$ cat config.mk
export PLATFORM = sky130hd
export DESIGN_NAME = ira_ram
export DESIGN_NICKNAME = d
export VERILOG_FILES = /design/src/hw/rtl/ira_ram.sv
export SDC_FILE = /design/constraint.sdc
export NUM_CORES = 1
export LEC_CHECK = 0
export ABC_CLOCK_PERIOD_IN_PS = 4300
export BUFFER_PORTS_ARGS = -buffer_cell sky130_fd_sc_hd__buf_4
export CAP_MARGIN = 5
export CORE_MARGIN = 3
export CORE_UTILIZATION = 40
export CTS_CLUSTER_DIAMETER = 50
export DETAILED_ROUTE_END_ITERATION = 10
export SLEW_MARGIN = 20
export SYNTH_ARGS = -nofsm -noshare
export SYNTH_HDL_FRONTEND = slang
export SYNTH_SLANG_ARGS = --single-unit
$ cat constraint.sdc
create_clock -name clk -period 4.3 [get_ports clk]
set_input_delay 0.645 -clock clk [delete_from_list [all_inputs] [get_ports clk]]
set_output_delay 0.645 -clock clk [all_outputs]
set_load 0.02 [all_outputs]
$ cat src/hw/rtl/ira_ram.sv
// Generic RAM: one write port, two read ports, registered read data.
// No dependencies.
`default_nettype none

module ira_ram #(
	parameter int WIDTH = 8,
	parameter int DEPTH = 16
) (
	input  wire logic                     clk,
	input  wire logic                     we,
	input  wire logic [$clog2(DEPTH)-1:0] waddr,
	input  wire logic [WIDTH-1:0]         wdata,
	input  wire logic [$clog2(DEPTH)-1:0] raddr_a,
	input  wire logic [$clog2(DEPTH)-1:0] raddr_b,
	output logic      [WIDTH-1:0]         rdata_a,
	output logic      [WIDTH-1:0]         rdata_b
);

	logic [WIDTH-1:0] mem_q [DEPTH];

	always_ff @(posedge clk) begin
		if (we)
			mem_q[waddr] <= wdata;
		rdata_a <= mem_q[raddr_a];
		rdata_b <= mem_q[raddr_b];
	end

endmodule

`default_nettype wire

---- After elaboration in Yosys (flattened, before gate mapping) ----
Memory sizes are Yosys's and may differ from the RTL's. A register that Yosys moved wholly into a read port is not among the register bits.
Cells that the tools add are included.
W data, S select, Z words.
operators by class
  multiplexer cells ....................... 2
operator list
  operator  number
  $mux W1   2
storage, ports and cells
  bits in registers ....................... 0
  RAM bits ................................ 128
  bits of input ports ..................... 22
  output and inout port bits .............. 16
  word-level logic and storage cells ...... 3
  memories ................................ 1
memory list
  name   depth  bits a word  rd ports  clocked after Yosys merged registers in  wr ports  line  text
  mem_q  16     8            2         2                                        1         19    logic [WIDTH-1:0] mem_q [DEPTH];

---- Longest topological paths before layout ----
Gate-level depths: netlist of run 1.
  depth in word-level cells ............... 2
  mapped depth ............................ 5
  depth with buffers taken out ............ 3

---- Least setup slack after synthesis of run 1 ----
OpenSTA, ideal clock, no wires.
  path type ............................... input-to-reg
  start ................................... input port waddr[2]
  end ..................................... memory mem_q[0][0] (enable)
  setup time .............................. 0.383 ns
  arrival time ............................ 1.755 ns
  data required time ...................... 3.917 ns
  path slack .............................. 2.162 ns
  stages on the path ...................... 2
  buffers on the path ..................... 0
  cells stage by stage .................... or3b_2 -> nor3_1
RTL lines
  what                line  text
  start: declaration  11    input wire logic [$clog2(DEPTH)-1:0] waddr,
  end: declaration    19
No word-level cell before the write port.

---- Worst setup path in the final report of run 1 ----
  start ................................... input port waddr[2]
  end ..................................... memory mem_q[3][3] (enable)
No word-level cell before the write port.

==> out/results.ini, run 1 <==
[pwr]
swShare = 0.214
p_sw_uw = 712
pwr-share-seq = 0.475
irDropWorstVdd_v = 0.000274
cellPowerDensity_nw_per_um2 = 454
power_frac_comb = 0.077
p_leak_nw = 2.47
internal_power_mw = 2.62
finalPower_mw = 3.33
clockPowerShare = 0.448

[yosys]
ys_ff_latch = 144
yosys.area_share.simple = 0.0343
synth-main-ff-cell = edfxtp_1
syn_area_um2 = 6350
synth_edf_count = 128
synth_compound_area_frac = 0.0379
synth_nets = 329
syn-mean-instance-area_um2 = 20.7
muxShareOfSynthArea = 0.244
synth_top_family_by_area = multiplexers
synth_cell_types = 20
synth_cells = 307
ys_warn_count = 0
synthAdderAreaFrac = 0
synth-async-reset-ratio = 0
synth_xor_area_frac = 0
ys_seq_area_frac = 0.656

[final_layout]
layout-drive-gt1-share = 0.297
multi_input_area_um2 = 2030
nNetsFinal = 366
register_area_um2 = 4160
antenna_cells = 0
areaGrowthSynthToFinish_pct = 15.7
n_fill_cell = 1239

[sta]
setup_viol = 0
hold_violations = 0
clock_skew_ns = 0.00790
fin_crit_sh = 0.461
setup_tns_ns = 0
worst_pin_slew_ns = 1.06
slew_headroom = 0.292
finalMaxSlewViolations = 0
maxClockFrequency_mhz = 505
rsz0062_at_grt = false
layout_min_cycle_time_ns = 1.98

[routing]
routedWlPerCell_um = 24.9
drc = 0
vias = 3286
postRouteAntennaNets = 0
drtIter0Drc = 320
drtPass1Iterations = 5
drt-total-wl_um = 14200
viasPerCell = 5.79

[critical_path]
cp_top_family = simple AND/OR/NAND/NOR gates
r2r_setup_slack_ns = 2.83
cp_max_fo = 8
crit_required_ns = 4.34
crit_chain = buf_4 > or3b_2 > nor2_1
crit_buf_inv = 1
setup.worst_path.end_class = flip-flop
critPathMaxStageDelay_ns = 0.73
slowest_stage = nor2_1
cp.arrival_ns = 2.02
critPathLaunchType = input pin
crit_type = input pin to flip-flop

[placement]
io_buffer_count = 37
detailedPlacementHpwl_um = 8780
finalWeightedCongestion = 0.747

[cts]
cts_buffer_depth = 2
numCtsBuffers = 17
cts_hold_buf = 0
cts_tree = yes
clock_sinks = 144
clk_latency_ns = 0.42
htreeDepth = 4
root_buffer = clkbuf_16
clkTransAtPathRegs_ns = 0.06
post_cts_buffers = 0
cts.repair.resized = 0

[floorplanning]
die-area_um2 = 17400
die_w_um = 132
start_util = 0.413
core_area_um2 = 15400
io_pins = 38
die_h_um = 132
rows = 45

[global_routing]
antenna_found_initial = 0
grt_usage = 0.165
grt_pass1_vias = 3400
grt_pass1_wl_um = 20500
overflow = 0
grt_max_degree = 33

[min_path]
hold_class = input pin to flip-flop

[run]
cap_viol_max_count = 0

[outcome]
status = completed

==> routing by layer <==
metal | GRT usage | vias to the layer above | wire length, um
met2 | 0.250 | 125 | 6910
met5 | 0 | - | 0
met3 | 0.0569 | 22 | 879
met1 | 0.226 | 1728 | 6090
met4 | 0.0572 | 0 | 264
li1 | - | 1411 | -
==> logic make-up after synthesis <==
family | Yosys count
flops | 144
mux | 64
simple gates | 47
compound gates | 32
buf+inv | 20
==> registers in the layout (all words and copies together), names as in the netlist <==
signal / cells
rdata_b: 8
rdata_a: 8
mem_q: 128
==> metrics by stage <==
| stage | cell area (um^2) | std cells | util | hold slack, ns | worst slack, ns |
|---|---|---|---|---|---|
| 2_1_floorplan | 6350 | 307 | - | 0.647 | 2.16 |
| 3_3_place_gp | 6730 | 536 | 0.438 | 0.668 | 1.76 |
| 3_5_place_dp | 6730 | 536 | 0.438 | 0.687 | 1.68 |
| 4_1_cts | 7330 | 568 | 0.477 | 0.501 | 2.13 |
| 5_1_grt | 7340 | 568 | 0.478 | 0.513 | 2.26 |
| 6_report | 7340 | 568 | 0.478 | 0.528 | 2.32 |
==> cells in the mapped netlist (2+ instances only) <==
cell             number  area share
buf_2                 6      0.0047
and2_1                2      0.0020
nor2_1               14      0.0083
dfxtp_1              16       0.050
mux4_4                2      0.0079
nor2b_1               2      0.0020
nand3b_1              2      0.0024
edfxtp_1            128        0.61
nand2b_1              2      0.0020
mux4_1               28        0.12
buf_6                 6       0.011
and2b_1               2      0.0024
a22oi_1              32       0.038
buf_4                 2      0.0024
mux4_2               34        0.12
nand2_1              17       0.010
nor3_1                4      0.0032
clkdlybuf4s25_2       6      0.0095
==> cells in the final DEF, fill, tap and decap left out, types with 2 or more instances in the layout <==
master	instances
edfxtp_1	128
buf_4	38
mux4_2	34
a22oi_1	32
mux4_1	28
nand2_1	17
clkbuf_16	17
dfxtp_1	16
nor2_1	13
clkbuf_1	4
clkinvlp_4	4
nor3_2	3
bufinv_16	3
nor2b_1	2
and2_1	2
and2b_1	2
mux4_4	2
nand3b_1	2
nand2b_1	2
clkbuf_8	2
==> power by group through the flow <==
stage	clock network, mW	logic (mW)	registers, mW
4_1_cts	1.51	0.261	1.58
2_1_floorplan	0	0.141	1.63
5_1_grt	1.57	0.273	1.59
3_5_place_dp	0	0.261	1.61
3_3_place_gp	0	0.258	1.61
6_report	1.50	0.257	1.58
==> worst paths after layout <==
kind | startpoint | end | cells after the start
setup reg to reg | mem_q[3][0] | rdata_a[0] | 3
hold / removal | wdata[6] | mem_q[9][6] | 1
setup / recovery | waddr[2] | mem_q[3][3] | 3
hold reg to reg | mem_q[15][2] | rdata_b[2] | 3
==> layout make-up <==
cell class | count | share of cell area
clock buffer | 23 | 0.0637
tap | 211 | 0.0360
sequential | 144 | 0.567
clock inverter | 9 | 0.0181
timing repair buffer | 38 | 0.0389
multi-input combinational | 143 | 0.276
No activity file was read; power rests on OpenSTA's default activity.
==> run 2: changes to the inputs <==
--- a/config.mk
+++ b/config.mk
@@ -5,7 +5,8 @@
 export SDC_FILE = /design/constraint.sdc
 export NUM_CORES = 1
 export LEC_CHECK = 0
-export ABC_CLOCK_PERIOD_IN_PS = 4300
+export ABC_AREA = 1
+export ABC_CLOCK_PERIOD_IN_PS = 1900
 export BUFFER_PORTS_ARGS = -buffer_cell sky130_fd_sc_hd__buf_4
 export CAP_MARGIN = 5
 export CORE_MARGIN = 3
==> constraint.sdc (replaced) <==
create_clock -name clk -period 1.9 [get_ports clk]
set_input_delay 0.285 -clock clk [delete_from_list [all_inputs] [get_ports clk]]
set_output_delay 0.285 -clock clk [all_outputs]
set_load 0.02 [all_outputs]
==> out/results.ini, run 2 <==
[critical_path]
critPathLaunchType = flip-flop  ; was input pin
slowest_stage = dfxtp_1  ; was nor2_1
rr_startpoint = mem_q[5][1]  ; was mem_q[3][0]
cp_max_fo = 1  ; was 8
cp.arrival_ns = 0.94  ; was 2.02 ns
setup.worst_path.end_class = primary output  ; was flip-flop
critPathMaxStageDelay_ns = 0.36  ; was 0.73 ns
crit_required_ns = 1.62  ; was 4.34 ns
cp_top_family = flip-flops  ; was simple AND/OR/NAND/NOR gates
rr_worst_depth = 6  ; was 3
r2r_setup_slack_ns = 0.77  ; was 2.83 ns
crit_chain = buf_4  ; was buf_4 > or3b_2 > nor2_1
crit_buf_inv = 1  ; unchanged
r2r_end = rdata_a[1]  ; was rdata_a[0]
crit_type = flip-flop to primary output  ; was input pin to flip-flop

[routing]
postRouteAntennaNets = 0  ; unchanged
drt-total-wl_um = 21300  ; was 14,200 um
viasPerCell = 5.34  ; was 5.79
drtPass1Iterations = 6  ; was 5
routedWlPerCell_um = 18.9  ; was 24.9 um
vias = 6039  ; was 3,286
drtIter0Drc = 812  ; was 320
drc = 0  ; unchanged

[sta]
clock_skew_ns = 0.0139  ; was 0.00790 ns
setup_viol = 0  ; unchanged
layout_min_cycle_time_ns = 1.23
hold_violations = 0  ; unchanged
fin_crit_sh = 0.647
finalMaxSlewViolations = 0  ; unchanged
setup_tns_ns = 0  ; unchanged
maxClockFrequency_mhz = 813
worst_pin_slew_ns = 0.475  ; was 1.06 ns
rsz0062_at_grt = false  ; unchanged
holdWs_ns = 0.167  ; was 0.528 ns
slew_headroom = 0.684  ; was 0.292

[floorplanning]
rows = 48  ; was 45
die_w_um = 141  ; was 132 um
start_util = 0.414  ; was 0.413
io_pins = 38  ; unchanged
die_h_um = 141  ; was 132 um
die-area_um2 = 19800  ; was 17,400 um^2
core_area_um2 = 17500  ; was 15,400 um^2

[min_path]
holdPathEnd = mem_q[3][4]  ; was mem_q[9][6]
holdPathStages = 1  ; unchanged
hold_class = input pin to flip-flop  ; unchanged
min_from = wdata[4]  ; was wdata[6]

[cts]
clk_latency_ns = 0.43  ; was 0.42 ns
cts_buffer_depth = 2  ; unchanged
root_buffer = clkbuf_16  ; unchanged
post_cts_buffers = 0  ; unchanged
htreeDepth = 4  ; unchanged
cts_hold_buf = 0  ; unchanged
clock_sinks = 144  ; unchanged
cts.repair.resized = 0  ; unchanged
clkTransAtPathRegs_ns = 0.06  ; about the same
numCtsBuffers = 17  ; unchanged
cts_tree = yes  ; unchanged

[final_layout]
layout_common_cells = 277 x nand2_1, 225 x nand3_1, 134 x inv_1, 128 x edfxtp_1, 67 x buf_4  ; was 128 x edfxtp_1, 38 x buf_4, 34 x mux4_2, 32 x a22oi_1, 28 x mux4_1
register_area_um2 = 4160  ; unchanged
n_fill_cell = 1679  ; was 1,239
nNetsFinal = 915  ; was 366
areaGrowthSynthToFinish_pct = 15.0  ; was 15.7%
biggestRegsByFlops = mem_q (128), rdata_a (8), rdata_b (8)  ; unchanged
largest_reg_flops = 128  ; unchanged
antenna_cells = 0  ; unchanged
largest_register = mem_q  ; unchanged
layout-drive-gt1-share = 0.116  ; was 0.297
final_common_cell = nand2_1  ; was edfxtp_1
multi_input_area_um2 = 2240  ; was 2030 um^2

[yosys]
synth_top_cell_by_area = edfxtp_1  ; unchanged
synth_nets = 873  ; was 329
ys_top_cells_by_area = edfxtp_1 53%, nand3_1 16%, nand2_1 14%  ; was edfxtp_1 61%, mux4_2 12%, mux4_1 12%
synth_cells = 851  ; was 307
synth_edf_count = 128  ; unchanged
syn_area_um2 = 7260  ; was 6350 um^2
synth-main-ff-cell = edfxtp_1  ; unchanged
synth_most_common_cell = nand2_1  ; was edfxtp_1
synth_top_area_frac = 0.529  ; was 0.606
synth_cell_types = 13  ; was 20
syn-mean-instance-area_um2 = 8.53  ; was 20.7 um^2
ys_warn_count = 0  ; unchanged
ys_ff_latch = 144  ; unchanged
synth_commonest_cells = 277 x nand2_1, 225 x nand3_1, 134 x inv_1  ; was 128 x edfxtp_1, 34 x mux4_2, 32 x a22oi_1
synth-async-reset-ratio = 0  ; unchanged
ys_seq_area_frac = 0.574  ; was 0.656

[pwr]
cellPowerDensity_nw_per_um2 = 905  ; was 454 nW/um^2
swShare = 0.257  ; was 0.214
p_sw_mw = 1.94  ; was 712 uW
clockPowerShare = 0.420  ; was 0.448
pwr-share-seq = 0.472  ; was 0.475
irDropWorstVdd_v = 0.000636  ; was 0.000274 V
p_leak_nw = 3.78  ; was 2.47 nW
power_frac_comb = 0.108  ; was 0.077
internal_power_mw = 5.61  ; was 2.62 mW

[placement]
finalWeightedCongestion = 0.879  ; was 0.747
io_buffer_count = 37  ; unchanged
detailedPlacementHpwl_um = 13400  ; was 8780 um

[global_routing]
grt_pass1_wl_um = 32500  ; was 20,500 um
grt_usage = 0.219  ; was 0.165
grt_pass1_vias = 5529  ; was 3,400
overflow = 0  ; unchanged
antenna_found_initial = 0  ; unchanged
grt_max_degree = 65  ; was 33

[outcome]
status = completed  ; unchanged

[run]
cap_viol_max_count = 0  ; unchanged

-- run 2: per-stage QoR --
stage	worst slack (ns)	utilization	power [mW]	area, um^2	std cells
after floorplan	0.664	-	4.12	7260	851
after global placement	0.401	0.444	4.44	7790	1099
after detailed placement	0.414	0.444	4.44	7790	1099
after CTS	0.641	0.476	7.59	8350	1131
after global routing	0.634	0.476	7.81	8350	1131
final	0.670	0.476	7.56	8350	1131
-- run 2: layout make-up --
class / instances / area share
Inverter: 138 / 0.0620
Clock buffer: 17 / 0.0509
Multi-Input combinational cell: 521 / 0.269
Tap cell: 225 / 0.0337
Clock inverter: 15 / 0.0162
Timing Repair Buffer: 71 / 0.0698
Sequential cell: 144 / 0.499
-- run 2: cell families after synthesis --
kind of cell	Yosys count	synth area share
simple gates	521	0.309
buf+inv	186	0.117
flops	144	0.574
-- run 2: per-layer routing --
metal,wire [um],share of wire,global-route usage,vias to the layer above
met5,0,0,0,-
met4,609,0.029,0.0831,0
met3,1990,0.093,0.0550,48
met2,9460,0.44,0.324,358
met1,9290,0.44,0.311,2809
li1,-,-,-,2824
-- run 2: power by group through the flow --
stage / logic (mW) / registers [mW] / clock network (mW)
2_1_floorplan: 0.446 / 3.68 / 0
3_3_place_gp: 0.801 / 3.64 / 0
3_5_place_dp: 0.803 / 3.64 / 0
4_1_cts: 0.806 / 3.57 / 3.21
5_1_grt: 0.889 / 3.58 / 3.35
6_report: 0.814 / 3.57 / 3.17
-- run 2: worst max-delay path by stage --
stage | start | endpoint | depth (start not counted)
after global routing | rdata_b[5] | rdata_b[5] | 1
final | rdata_b[5] | rdata_b[5] | 1
after CTS | rdata_b[5] | rdata_b[5] | 1
after detailed placement | raddr_b[0] | rdata_b[0] | 7
after floorplan | waddr[2] | mem_q[10][0] | 2
after global placement | raddr_a[0] | rdata_a[3] | 8
